==> config.mk <==
export PLATFORM = sky130hd
export DESIGN_NAME = tli_ctrl
export DESIGN_NICKNAME = d
export VERILOG_FILES = /design/src/rtl/core/tli_pkg.sv /design/src/rtl/core/tli_ctrl.sv
export SDC_FILE = /design/constraint.sdc
export NUM_CORES = 1
export LEC_CHECK = 0
export ABC_AREA = 1
export BUFFER_PORTS_ARGS = -buffer_cell sky130_fd_sc_hd__buf_2
export CAP_MARGIN = 25
export CORE_MARGIN = 4
export CORE_UTILIZATION = 40
export CTS_CLUSTER_DIAMETER = 50
export DETAILED_ROUTE_END_ITERATION = 8
export HOLD_SLACK_MARGIN = 0.06
export PLACE_DENSITY = 0.64
export SLEW_MARGIN = 20
export SYNTH_ARGS = -nofsm -noshare
export SYNTH_HDL_FRONTEND = slang
export SYNTH_SLANG_ARGS = --single-unit
==> constraint.sdc <==
create_clock -name clk -period 4.2 [get_ports clk]
set_clock_uncertainty 0.2 [all_clocks]
set_input_delay 0.21 -clock clk [delete_from_list [all_inputs] [get_ports clk]]
set_output_delay 0.21 -clock clk [all_outputs]
set_load 0.01 [all_outputs]
==> src/rtl/core/tli_pkg.sv <==
// shared types and constants for the table linear interpolator
// command and status structs between controller and datapath
// no dependencies
package tli_pkg;

	localparam int VAL_W = 32;
	localparam int IDX_W = 8;
	localparam int CNT_W = 9;

	localparam logic [CNT_W-1:0] CNT_RESET = 9'd256;

	localparam logic REQ_LOAD  = 1'b0;
	localparam logic REQ_QUERY = 1'b1;

	typedef struct packed {
		logic wr;         // write table entry
		logic cap;        // capture query point
		logic lo_load;    // keep current read as lower neighbor
		logic found;      // interval found, form differences
		logic mul0;       // low sample times upper distance
		logic mul1;       // high sample times lower distance
		logic add;        // sum of the two products
		logic div_start;
		logic res_zero;   // out of range result
		logic res_quot;   // interpolated result
	} tli_cmd_t;

	typedef struct packed {
		logic q_lt;       // query below read grid point
		logic q_gt;       // query above read grid point
		logic div_done;
	} tli_stat_t;

endpackage

==> src/rtl/core/tli_ctrl.sv <==
// controller: entry count register, table scan sequencer, result strobe
// depends on tli_pkg
module tli_ctrl #(
	parameter int ENTRIES = 256,
	parameter int AW = $clog2(ENTRIES)
) (
	input  logic                       clk,
	input  logic                       arst_n,
	input  logic                       start,
	input  logic                       req_type,
	input  logic [tli_pkg::IDX_W-1:0]  entry_index,
	input  logic                       cfg_we,
	input  logic [tli_pkg::CNT_W-1:0]  cfg_wdata,
	input  tli_pkg::tli_stat_t         stat,
	output tli_pkg::tli_cmd_t          cmd,
	output logic [AW-1:0]              raddr,
	output logic                       busy,
	output logic                       done
);
	import tli_pkg::*;

	localparam logic [3:0] S_IDLE = 4'd0;
	localparam logic [3:0] S_CHK0 = 4'd1;
	localparam logic [3:0] S_CHKL = 4'd2;
	localparam logic [3:0] S_SRCH = 4'd3;
	localparam logic [3:0] S_MUL0 = 4'd4;
	localparam logic [3:0] S_MUL1 = 4'd5;
	localparam logic [3:0] S_ADD  = 4'd6;
	localparam logic [3:0] S_DIVS = 4'd7;
	localparam logic [3:0] S_DIVW = 4'd8;

	logic [3:0]       state_q, state_d;
	logic [CNT_W-1:0] cnt_q;
	logic [AW-1:0]    idx_q, idx_d;
	logic [AW-1:0]    last;
	logic             done_q, done_d;
	logic             accept;

	always_comb begin
		if (cnt_q < 9'd2)
			last = AW'(1);
		else if (32'(cnt_q) > 32'(ENTRIES))
			last = AW'(ENTRIES - 1);
		else
			last = AW'(cnt_q - 9'd1);
	end

	assign accept = start && (state_q == S_IDLE);

	always_comb begin
		cmd     = '0;
		raddr   = '0;
		state_d = state_q;
		idx_d   = idx_q;
		done_d  = 1'b0;
		unique case (state_q)
			S_IDLE: begin
				if (accept) begin
					if (req_type == REQ_QUERY) begin
						cmd.cap = 1'b1;
						state_d = S_CHK0;
					end else if (32'(entry_index) < 32'(ENTRIES)) begin
						cmd.wr = 1'b1;
					end
				end
			end
			S_CHK0: begin
				if (stat.q_lt) begin
					cmd.res_zero = 1'b1;
					done_d       = 1'b1;
					state_d      = S_IDLE;
				end else begin
					cmd.lo_load = 1'b1;
					raddr       = last;
					state_d     = S_CHKL;
				end
			end
			S_CHKL: begin
				if (stat.q_gt) begin
					cmd.res_zero = 1'b1;
					done_d       = 1'b1;
					state_d      = S_IDLE;
				end else begin
					raddr   = AW'(1);
					idx_d   = AW'(1);
					state_d = S_SRCH;
				end
			end
			S_SRCH: begin
				// read data holds the entry at idx_q, next address goes out now
				if (stat.q_lt) begin
					cmd.found = 1'b1;
					state_d   = S_MUL0;
				end else if (idx_q == last) begin
					cmd.res_zero = 1'b1;
					done_d       = 1'b1;
					state_d      = S_IDLE;
				end else begin
					cmd.lo_load = 1'b1;
					raddr       = idx_q + AW'(1);
					idx_d       = idx_q + AW'(1);
				end
			end
			S_MUL0: begin
				cmd.mul0 = 1'b1;
				state_d  = S_MUL1;
			end
			S_MUL1: begin
				cmd.mul1 = 1'b1;
				state_d  = S_ADD;
			end
			S_ADD: begin
				cmd.add = 1'b1;
				state_d = S_DIVS;
			end
			S_DIVS: begin
				cmd.div_start = 1'b1;
				state_d       = S_DIVW;
			end
			S_DIVW: begin
				if (stat.div_done) begin
					cmd.res_quot = 1'b1;
					done_d       = 1'b1;
					state_d      = S_IDLE;
				end
			end
			default: begin
				state_d = S_IDLE;
			end
		endcase
	end

	always_ff @(posedge clk or negedge arst_n) begin
		if (!arst_n) begin
			state_q <= S_IDLE;
			cnt_q   <= CNT_RESET;
			idx_q   <= '0;
			done_q  <= 1'b0;
		end else begin
			state_q <= state_d;
			idx_q   <= idx_d;
			done_q  <= done_d;
			if (cfg_we)
				cnt_q <= cfg_wdata;
		end
	end

	assign busy = (state_q != S_IDLE);
	assign done = done_q;

endmodule
# ---- Yosys cells after proc, flatten, opt, wreduce, memory -nomap -nowiden
# Cells that the tools add are included.
dict set report totals {
  register_bits 22
  in_bits 25
  output_inout_bits 20
  word_cells 70
}
dict set report classes {
  addsub 2
  n_lt_le_gt_ge 2
  eq_ne 16
  n_mux 40
  n_reduce_logical 6
}
# cell n
set op_table {}
lappend op_table {{8-bit 2-to-1 mux} 8}
lappend op_table {{4-bit case mux with 9 select lines} 1}
lappend op_table {{8-bit case mux with 3 select lines} 1}
lappend op_table {{4-bit 2-to-1 mux} 5}
lappend op_table {{1-bit 2-to-1 mux} 17}
lappend op_table {{4-bit by 3-bit == test with 1-bit output, second input constant} 4}
lappend op_table {{8-bit case mux with 2 select lines} 1}
lappend op_table {{2-bit inequality test, second input constant} 6}
lappend op_table {{9-bit greater-than comparator, second input constant} 1}
lappend op_table {{9-bit by 2-bit < comparator with 1-bit output, second input constant} 1}
lappend op_table {{8-bit by 1-bit adder with 8-bit output, second input constant} 1}
lappend op_table {{4-bit by 2-bit == test with 1-bit output, second input constant} 2}
lappend op_table {{8-bit == test} 1}
lappend op_table {{2-bit 2-to-1 mux} 4}
lappend op_table {{4-bit AND reduction} 2}
lappend op_table {{8-bit by 1-bit subtractor with 8-bit output, second input constant} 1}
lappend op_table {{4-bit by 1-bit == test with 1-bit output, second input constant} 1}
lappend op_table {{4-bit == test, second input constant} 1}
lappend op_table {{4-bit zero test} 1}
lappend op_table {{1-bit case mux with 4 select lines} 1}
lappend op_table {{4-bit nonzero test} 1}
lappend op_table {{3-bit inequality test, second input constant} 1}
lappend op_table {{1-bit case mux with 3 select lines} 1}
lappend op_table {{1-bit case mux with 2 select lines} 1}
lappend op_table {{2 further kinds} 2}

# ---- Depth between registers and ports, before layout
# Gate-level depths: netlist of run 1.
dict set report logic_depth {
  ltp_word 7
  depth_mapped 17
  mapped_depth_nobuf 17
}

# ---- Worst setup path before layout of run 1
# No wires, ideal clock.
dict set report synth_path {
  path_type {register to output}
  start {register cnt_q[0]}
  end {output port raddr[0]}
  arrival_ns 1.737
  t_required_ns 3.790
  setup_slack_ns 2.053
  stages_incl_launch_ff 16
  n_path_buf 0
  cell_sequence {dfrtp_1 -> inv_1 -> ha_1 -> nand2_1 -> nor2_1 -> nand2_1 -> nand2_1 -> nand3_2 -> nand3_1 -> inv_1 -> nor2_1 -> nand2_1 -> nor2_2 -> nand3_2 -> nand3_1 -> nand2_1}
}
dict set report synth_via {
  elab_chain_len 7
  elab_cells_between_ends 10
  classes_between {add/sub (1); order compare (2); eq/ne (1); mux (6)}
}
# item line_no
set synth_rtl {}
lappend synth_rtl {{from (decl)} tli_ctrl.sv:33} ;# logic [CNT_W-1:0] cnt_q;
lappend synth_rtl {{from (signal assigned)} tli_ctrl.sv:144} ;# cnt_q <= cfg_wdata;
lappend synth_rtl {{8-bit by 1-bit subtractor with 8-bit output / 9-bit greater-than comparator (equally long branches)} {tli_ctrl.sv:45, tli_ctrl.sv:42}}
lappend synth_rtl {{8-bit 2-to-1 mux} tli_ctrl.sv:42} ;# else if (32'(cnt_q) > 32'(ENTRIES))
lappend synth_rtl {{8-bit 2-to-1 mux (*)} tli_ctrl.sv:40} ;# if (cnt_q < 9'd2)
lappend synth_rtl {{8-bit == test} tli_ctrl.sv:94} ;# end else if (idx_q == last) begin
lappend synth_rtl {{8-bit 2-to-1 mux} tli_ctrl.sv:94}
lappend synth_rtl {{8-bit 2-to-1 mux} tli_ctrl.sv:91} ;# if (stat.q_lt) begin
lappend synth_rtl {{8-bit case mux with 3 select lines (*)} tli_ctrl.sv:56} ;# unique case (state_q)
lappend synth_rtl {{to (decl)} tli_ctrl.sv:16} ;# output logic [AW-1:0] raddr,
# Mark *: on every way between the ends. The rest lies on a longest branch, timed or not.

# ---- Worst setup path after layout of run 1
dict set report layout_path {
  start {register cnt_q[0]}
  end {output port raddr[2]}
}
# The elaborated chain is that of the path after synthesis.

==> metrics, run 1 <==
CORE AREA 0.00406 sq mm; row cnt 23; synth top area cells dfrtp_1 (31%), nand2_1 (17%), nand3_1 (8.0%), inv_1 (7.3%), nor2_1 (5.1%); wire per inst 11.6 um; max layer used met4; ys async rst share 100%; maximum level of the CTS H-tree 1; Total Routing Usage GR 16.6%; commonest non-fill, non-tap cell in the layout nand2_1; Fmax achieved 0.355 GHz; CP endpoint kind output pin; Arrival @ worst endpoint 2.41 ns; root buf cell clkbuf_8; critical path cell sequence inv_1, ha_1, nand2_1, nor2_1, nand2_1, nand2_1, nand3_2, nand2_1, nand2_1, nand3_1, nor2_1, nand2_2, nand3_1, o21ai_1, buf_2; Diodes inserted 0; Routed WL 4090 um; Multi-input gate area 978 sq um; Final setup viols 0; Die X 73.0 um; final-report hold violation count 0; cells after synthesis 257; Synth area leader dfrtp_1; clock-pin slew on the worst setup and hold paths 0.08 ns; post-synthesis sequential area ratio 32.6%; final instance area 0.00205 sq mm; Initial Util 41.7%; Ys Warns 0; synthesized area 0.00169 sq mm; fillers 422; Worst-Skew Late Latency 0.27 ns; pre-CTS setup slack 1.67 ns; Post-Route Setup TNS 0 ns; CTS max path bufs 2; WP buf/inv 2; Min-Delay Path Class input port to flop; number of global-route vias before repair 1524; CTS tree yes; Pleak 1.09 nW; net count after synthesis 284; final period utilization 67.2%; Primary FF master, synth dfrtp_1; Vias/cell 4.92; Detailed Place HPWL 3210 um; met3 WL 195 um; die outline height 73.0 um; distinct cell type count after synthesis 28; highest-delay cell along the critical path dfrtp_1; Top delay family on crit path simple AND/OR/NAND/NOR gates; register area 552 sq um; Inserted Clock Buffers 3; Iter 0 DRT Violations 117; largest net degree at the start of global routing 23; share of layout cells above drive strength 1 20.9%; Yosys top cell area share 31.1%; DRC violations left 0; Worst Path Required 3.79 ns; Antenna Nets Post-Route 0; status completed; Worst IR Drop VDD 257 uV; Max Slew Vio Count 0; Layout area overhead 21.4%; initial antenna violation count 0; met2 WL post-DR 1870 um; Worst Setup Slack, final 1.38 ns; WS Path Type flop to output pin; Synth Register Bits 22; Max Cap Viol 0; first-pass GRT wire length 6980 um; GPL Wtd Cong 0.905; io pins 45; clock sink count 22; Min Clock Period, post-route 2.82 ns; Worst slew margin 65.6%; port bufs 36; crit path launch type flop; DR vias 1733; grt ovf 0; met1 wire length 1990 um; critical path peak fanout 8; post-CTS sizing 0; syn avg cell area 6.58 sq um; P per Cell Area 408 mW/mm^2; placed cell areas 0.00191 sq mm; die area 0.00533 sq mm; most frequent cells in the layout nand2_1 (76), buf_2 (36), inv_1 (33); Post-synth EDFFs 0; worst hold slack 0.0893 ns; RSZ-0062 raised after global routing no; max incr delay on CP 0.46 ns; worst slew pin tran 0.516 ns; Crit path top cell by count nand2_1; Nets 330; post-CTS setup buffer count 0; Initial DRT Pass Iterations 4
-- cells by family after synthesis --
family | synth area share (%)
simple gates | 44.2
mux | 0.666
compound gates | 10.5
flops | 32.6
buf+inv | 9.54
fa+ha+maj | 1.48
xor+xnor | 1.04
-- Yosys cell counts, types with 4 or more instances --
cell	n
nand2_2	4
nor3_1	6
dfrtp_1	21
o21ai_0	16
o21ai_1	6
inv_1	33
nand2_1	76
clkbuf_1	4
nor2_1	23
a21oi_1	4
nand3_1	27
nand4_1	9
-- metrics by stage --
step                      util (%)  std cells  power, W
after global routing          50.6        352  0.000919
after floorplan                  -        257  0.000576
after global placement        47.0        338  0.000697
after detailed placement      47.0        338  0.000700
after CTS                     50.6        352  0.000848
final                         50.6        352  0.000838
-- worst register-to-register path, cell delays in order, from the launching register on --
cell,delay (ns)
dfrtp_1,0.46
inv_1,0.15
ha_1,0.23
nand2_1,0.07
nor2_1,0.14
nand2_1,0.06
nand2_1,0.07
nand3_2,0.08
nand3_1,0.10
inv_1,0.04
nor2_1,0.07
nand2_1,0.07
nor2_2,0.13
nand3_2,0.11
nand2_4,0.15
nand2_1,0.06
nand2_1,0.06
-- state kept, by name, summed over array words and instances, names as in the netlist --
signal   flops
cnt_q        9
idx_q        8
state_q      4
done         1
-- per-layer routing --
metal / vias to the layer above / global-route usage, %
met5: - / 0
met3: 4 / 3.03
met4: 0 / 3.07
li1: 921 / -
met1: 774 / 23.9
met2: 34 / 26.1
-- final cells by class --
type                            instances  area share, %
Timing Repair Buffer                   46           13.7
Multi-Input combinational cell        194           47.7
Tap cell                               50           3.05
Inverter                               36           6.58
Clock buffer                            4           2.19
Sequential cell                        22           26.9
-- worst paths after layout --
kind | from | endpoint | slack (ns) | depth (start not counted)
worst max register to register | cnt_q[0] | idx_q[4] | 1.88 | 16
max in group asynchronous | arst_n | cnt_q[8] | 3.20 | 2
worst min register to register | idx_q[7] | idx_q[7] | 0.31 | 2
worst max-delay path | cnt_q[0] | raddr[2] | 1.38 | 15
min in group asynchronous | arst_n | cnt_q[3] | 0.24 | 2
worst min-delay path | start | state_q[0] | 0.09 | 5
-- report_power, final --
| part | switching (W) | internal, W | total (W) |
|---|---|---|---|
| sequential | 0.0000427 | 0.000252 | 0.000295 |
| combinational | 0.000257 | 0.000147 | 0.000404 |
| clock | 0.0000713 | 0.0000677 | 0.000139 |
| total | 0.000371 | 0.000467 | 0.000838 |
-- repair_timing --
| action | CTS | global route |
|---|---|---|
| hold endpoints to repair | 30 | 0 |
| endpoints found under the setup margin | 0 | 0 |
| hold buffers | 10 | 0 |
(Power assumes the default switching activity.)
==> inputs of run 2 (changes only) <==
ABC_AREA = 0   (was 1)
clock period = 2.8 ns   (was 4.2 ns; I/O delays follow)
==> run 2 against run 1 <==
  * The run now ends with setup timing left
  * Worst hold slack lost 0.0092 ns
  * Global-route usage up 3.4 points
  * Count of clock-buffer cells in the layout is the same
  * Synthesized cell count is 23% lower
  * First-iteration DRC count is 34% lower
  * Synthesized area fell by 0.30%
  * Wire length increased by 23%
  * Via count is 7.0% higher
  * Critical path depth decreased by 6
  * Cell area grew 28%
  * Setup slack got worse by 1.9 ns
  * Critical endpoint is now raddr[0]
  * Largest cell class unchanged
==> metrics, run 2 <==
CTS tree yes; Arrival @ worst endpoint 2.99 ns (+0.58 ns); net count after synthesis 226 (-20%); syn avg cell area 8.48 sq um (+29%); maximum level of the CTS H-tree 1 (unchanged); Worst Setup Slack, final -0.534 ns (-1.91 ns); Post-synth EDFFs 0 (unchanged); XOR/XNOR Fraction of Synth Area 5.71% (+4.7 points); max reg flops 9 (unchanged); top flop regs cnt_q (9), idx_q (8), state_q (4); largest net degree at the start of global routing 23 (unchanged); Post-Route Setup TNS -6.75 ns (-6.75 ns); Pleak 1.17 nW (+7.2%); post-synthesis compound-gate area fraction 23.3% (+13 points); grt ovf 0 (unchanged); final instance area 0.00262 sq mm (+28%); GRT met2 Usage 32.9% (+6.7 points); post-synthesis sequential area ratio 32.7% (+0.097 points); DRC violations left 0 (unchanged); critical path peak fanout 5 (-3); clock sink count 22 (unchanged); worst slew pin tran 0.539 ns (+0.0237 ns); Die X 72.9 um (-0.13%); RSZ-0062 raised after global routing yes; Synth area leader dfrtp_1; Worst-Skew Late Latency 0.26 ns (about the same); clock-pin slew on the worst setup and hold paths 0.08 ns (about the same); Top delay family on crit path simple AND/OR/NAND/NOR gates; Detailed Place HPWL 3730 um (+16%); Vias/cell 5.50 (+12%); Min-Delay Path Class input port to flop; most frequent cells in the layout buf_4 (42), buf_2 (34), nor2_1 (18), dfrtp_1 (18), dlygate4sd3_1 (16); Worst slew margin 64.0% (-1.6 points); synthesized area 0.00169 sq mm (-0.30%); Worst IR Drop VDD 353 uV (+37%); DR vias 1855 (+7.0%); initial antenna violation count 0 (unchanged); wire per inst 15.0 um (+29%); io pins 45 (unchanged); Final setup viols 20 (+20); critical path cell sequence or4_4, nor3_4, o2bb2ai_2, o221ai_1, a2111o_1, or3b_4, nand3b_1, o211ai_1, buf_2; GR Util met1 28.2% (+4.3 points); dpl cells 312 (-7.7%); most common cell in the netlist dfrtp_1; GPL Wtd Cong 0.873 (-3.6%); CP endpoint kind output pin; failing checks setup timing; Largest Register cnt_q; Max Cap Viol 0 (unchanged); Initial DRT Pass Iterations 4 (unchanged); Total Routing Usage GR 20.0% (+3.4 points); share of layout cells above drive strength 1 46.0% (+25 points); port bufs 36 (unchanged); final period utilization 119%; Antenna Nets Post-Route 0 (unchanged); synth top area cells dfrtp_1 (31%), nor2_1 (4.2%), mux2_2 (4.0%), nor3_1 (3.3%), nand2_1 (3.1%); pre-CTS setup slack -0.244 ns (-1.91 ns); WS Path Type flop to output pin; Nets 315 (-4.5%); P per Cell Area 577 mW/mm^2 (+41%); fin cells 337 (-4.3%); Yosys top cell area share 31.2% (+0.092 points); worst hold slack 0.0801 ns (-0.00919 ns); die outline height 72.9 um (-0.13%); largest family of logic cells by synthesized area simple AND/OR/NAND/NOR gates; final-report hold violation count 0 (unchanged); die area 0.00532 sq mm (-0.26%); cells after synthesis 199 (-23%); fillers 350 (-17%); placed cell areas 0.00223 sq mm (+17%); distinct cell type count after synthesis 55 (+96%); Min Clock Period, post-route 3.33 ns; ys async rst share 100% (unchanged); Synth Register Bits 22 (unchanged); Simple-Gate Fraction of Synth Area 26.9% (-17 points); max incr delay on CP 0.55 ns (+0.09 ns); Diodes inserted 0 (unchanged); status finished, violations left; Initial Util 41.9% (+0.17 points); post-synthesis mux area share 4.60% (+3.9 points); Routed WL 5050 um (+23%); commonest cells in the netlist dfrtp_1 (21), nor2_1 (19), nand2_1 (14); Fmax achieved 0.300 GHz; GRT Max-Usage Layer met2; row cnt 23 (unchanged); Worst Path Required 2.46 ns (-1.33 ns); first-pass GRT wire length 8530 um (+22%); Inserted Clock Buffers 3 (unchanged); Iter 0 DRT Violations 77 (-34%); commonest non-fill, non-tap cell in the layout buf_4; CORE AREA 0.00403 sq mm (-0.71%); met3 Usage GRT 2.75% (-0.28 points); number of global-route vias before repair 1833 (+20%); root buf cell clkbuf_8; highest-delay cell along the critical path or4_4; Primary FF master, synth dfrtp_1; WP buf/inv 1 (-1); Max Slew Vio Count 0 (unchanged); Ys Warns 0 (unchanged); CTS max path bufs 2 (unchanged); Layout area overhead 55.3%; crit path launch type flop; synthesized-area fraction occupied by adder cells 1.48% (+0.0044 points)
[run 2: cell types whose count changed after synthesis, sizes merged, moves of 4 or more]
cell / change
nand4: -7
o22ai: +6
mux2: +5
a21oi: +4
inv: -27
nand3: -24
nor3: +6
xnor2: +4
xor2: +5
clkbuf: +5
nor2: -9
o2bb2ai: +7
o21ai: -12
nand2: -68
[run 2: final timing paths]
kind / start / end / slack (ns) / cells after the start
worst max register to register: cnt_q[1] / idx_q[1] / -0.28 / 9
min in group asynchronous: arst_n / cnt_q[4] / 0.19 / 2
worst max-delay path: cnt_q[1] / raddr[0] / -0.53 / 9
worst min register to register: idx_q[7] / idx_q[7] / 0.36 / 1
max in group asynchronous: arst_n / cnt_q[0] / 1.83 / 2
worst min-delay path: cfg_we / cnt_q[1] / 0.08 / 3
[run 2: layout make-up]
cell class / instances / area (sq um) / share of cell area (%)
Timing Repair Buffer: 97 / 702 / 26.8
Clock buffer: 4 / 55.1 / 2.10
Sequential cell: 22 / 556 / 21.2
Multi-Input combinational cell: 155 / 1210 / 46.2
Inverter: 9 / 33.8 / 1.29
Tap cell: 50 / 62.6 / 2.39
[run 2: kinds of logic after synthesis]
family,Yosys count
and+or+nand+nor,84
AOI/OAI and AO/OA,51
buffers and inverters,22
DFF,22
xor gates and xnor gates,11
muxes,7
adders and majority gates,2
[run 2: tightest hold or removal path, delay by kind of cell]
kind / cells / cell delay (ns)
AO/OA/AOI/OAI: 1 / 0.09
buffers and inverters: 1 / 0.18
AND/OR/NAND/NOR: 1 / 0.08
[run 2: report_power, final]
part / total [W] / internal, W / switching (W) / leakage (nW)
combinational: 0.000808 / 0.000401 / 0.000407 / 0.866
sequential: 0.000470 / 0.000376 / 0.0000939 / 0.274
clock: 0.000233 / 0.000125 / 0.000107 / 0.0288
total: 0.00151 / 0.000903 / 0.000608 / 1.17
[run 2: repair_timing]
action	4_1_cts	5_1_grt
endpoints found under the hold margin	33	0
pin swaps	1	3
hold buffers	16	0
setup endpoints to repair	20	21
buffers inserted	3	2
gates resized for setup	9	20
[run 2: layer usage]
metal | vias up | share of wire [%]
li1 | 912 | -
met1 | 897 | 49
met2 | 40 | 47
met3 | 6 | 2.9
met4 | 0 | 0.89
met5 | - | 0
[run 2: stage by stage]
| stage | power (W) | utilization (%) |
|---|---|---|
| after floorplan | 0.000918 | - |
| after global placement | 0.00117 | 55.4 |
| after detailed placement | 0.00118 | 55.4 |
| after CTS | 0.00147 | 62.2 |
| after global routing | 0.00163 | 65.0 |
| final | 0.00151 | 65.0 |
==> inputs of run 3 (changes only) <==
SKIP_CTS_REPAIR_TIMING = 1   (was not set)
==> run 3 against run 2 <==
  * Combinational power is 2% lower
  * Flip-flop and latch count stayed put
  * Largest power group unchanged
  * Register-to-register slack hardly changed
  * Worst hold slack worse by 0.050 ns
  * First-iteration DRC count is 26% higher
  * The flow still finishes with violations (setup timing)
  * Final cell count is 1.5% lower
  * Cell area is 2.5% lower
  * Via count is 0.43% lower
  * Non-clock buffer count is 5 lower
  * Global-route usage is 1.2 points lower
  * Sequential share of layout area is 0.55 points higher
  * Largest cell class unchanged
  * Critical endpoint unchanged
  * Core utilization is 1.6 points lower
==> metrics, run 3 (synthesized netlist as in run 2, its figures left out) <==
top flop regs cnt_q (9), idx_q (8), state_q (4); Iter 0 DRT Violations 97 (+26%); Inserted Clock Buffers 3 (unchanged); worst slew pin tran 0.541 ns (+0.00186 ns); Worst Path Required 2.46 ns (about the same); Max Slew Vio Count 0 (unchanged); Initial Util 41.9% (unchanged); Worst Hold Launch cfg_we; Max Cap Viol 0 (unchanged); status finished, violations left; Largest Register cnt_q; fillers 358 (+2.3%); WS Path Type flop to output pin; GPL Wtd Cong 0.873 (unchanged); critical path peak fanout 5 (unchanged); Power, Total 0.00150 W (-0.98%); failing checks setup timing; Min Clock Period, post-route 3.34 ns (+0.00438 ns); commonest non-fill, non-tap cell in the layout buf_4; pre-CTS setup slack -0.244 ns (unchanged); reg2reg start cnt_q[1]; Worst slew margin 63.9% (-0.12 points); die area 0.00532 sq mm (unchanged); P per Cell Area 586 mW/mm^2 (+1.6%); Vias/cell 5.56 (+1.1%); final instance area 0.00255 sq mm (-2.5%); RR Endpoint idx_q[1]; grt ovf 0 (unchanged); root buf cell clkbuf_8; Hold Path End cnt_q[8]; Initial DRT Pass Iterations 4 (unchanged); share of layout cells above drive strength 1 44.7% (-1.3 points); CTS tree yes; DRC violations left 0 (unchanged); initial antenna violation count 0 (unchanged); CORE AREA 0.00403 sq mm (unchanged); crit path launch type flop; max reg flops 9 (unchanged); Layout area overhead 51.3%; CTS max path bufs 2 (unchanged); final-report hold violation count 0 (unchanged); port bufs 36 (unchanged); Post-Route Setup TNS -6.66 ns (+0.0939 ns); WHS Path Cells 3 (unchanged); number of global-route vias before repair 1728 (-5.7%); worst hold slack 0.0300 ns (-0.0501 ns); Worst Setup Slack, final -0.538 ns (-0.00438 ns); maximum level of the CTS H-tree 1 (unchanged); Die X 72.9 um (unchanged); Worst IR Drop VDD 353 uV (-0.18%); worst reg2reg path depth 9 (unchanged); Antenna Nets Post-Route 0 (unchanged); Total Routing Usage GR 18.8% (-1.2 points); Routed WL 4950 um (-1.9%); first-pass GRT wire length 7980 um (-6.5%); flop2flop setup slack -0.28 ns (about the same); clock-pin slew on the worst setup and hold paths 0.08 ns (about the same); placed cell areas 0.00223 sq mm (unchanged); largest net degree at the start of global routing 23 (unchanged); DR vias 1847 (-0.43%); Final setup viols 20 (unchanged); final period utilization 119% (+0.16 points); clock sink count 22 (unchanged); Nets 310 (-1.6%); Detailed Place HPWL 3730 um (unchanged); Fmax achieved 0.300 GHz (-0.13%); Min-Delay Path Class input port to flop; die outline height 72.9 um (unchanged); wire per inst 14.9 um (-0.44%); Arrival @ worst endpoint 3.00 ns (about the same); row cnt 23 (unchanged); Diodes inserted 0 (unchanged); most frequent cells in the layout buf_4 (40), buf_2 (34), nor2_1 (19); CP endpoint kind output pin; Pleak 1.15 nW (-2.0%); RSZ-0062 raised after global routing yes; Worst-Skew Late Latency 0.26 ns (about the same); io pins 45 (unchanged)
==> run 3: where the power goes <==
group	leakage [nW]	internal [W]	switching, W	total, W
clock network	0.0288	0.000125	0.000107	0.000233
logic	0.843	0.000392	0.000400	0.000793
registers	0.274	0.000376	0.0000942	0.000470
==> run 3: cell type report <==
| class | count | area, sq um | area share, % |
|---|---|---|---|
| clock buffers | 4 | 55.1 | 2.16 |
| inverters | 9 | 33.8 | 1.32 |
| multi-input cells | 155 | 1190 | 46.6 |
| flip-flops and latches | 22 | 556 | 21.8 |
| well taps | 50 | 62.6 | 2.45 |
| repair buffers | 92 | 657 | 25.7 |
==> run 3: layer usage <==
layer  routed length (um)  vias to the layer above  part of all wire [%]  track usage, %
met2                 2290                       54                    46            30.7
met5                    0                        -                     0               0
met4                   45                        0                  0.91            3.69
met1                 2370                      885                    48            26.3
met3                  245                        6                   4.9            3.03
li1                     -                      902                     -               -
==> run 3: how the worst max path moves through the flow <==
stage,from,to,slack (ns)
6_report,cnt_q[1],raddr[0],-0.54
5_1_grt,cnt_q[1],raddr[0],-0.61
4_1_cts,cnt_q[3],raddr[3],-0.54
3_5_place_dp,cnt_q[3],raddr[3],-0.24
3_3_place_gp,cnt_q[1],raddr[6],-0.19
2_1_floorplan,cnt_q[6],raddr[2],-0.11
==> run 3: metrics by stage <==
step	utilization, %	std cells
global placement	55.4	312
finish	63.4	332
detailed placement	55.4	312
CTS	56.8	316
floorplan	-	199
global route	63.4	332
==> run 3: worst max-delay path: stages (launching register included) <==
cell	delay, ns
dfrtp_2	0.46
or4_4	0.55
nor3_4	0.23
o2bb2ai_2	0.15
o221ai_1	0.15
a2111o_1	0.32
or3b_4	0.44
nand3b_1	0.14
o211ai_1	0.12
buf_2	0.16
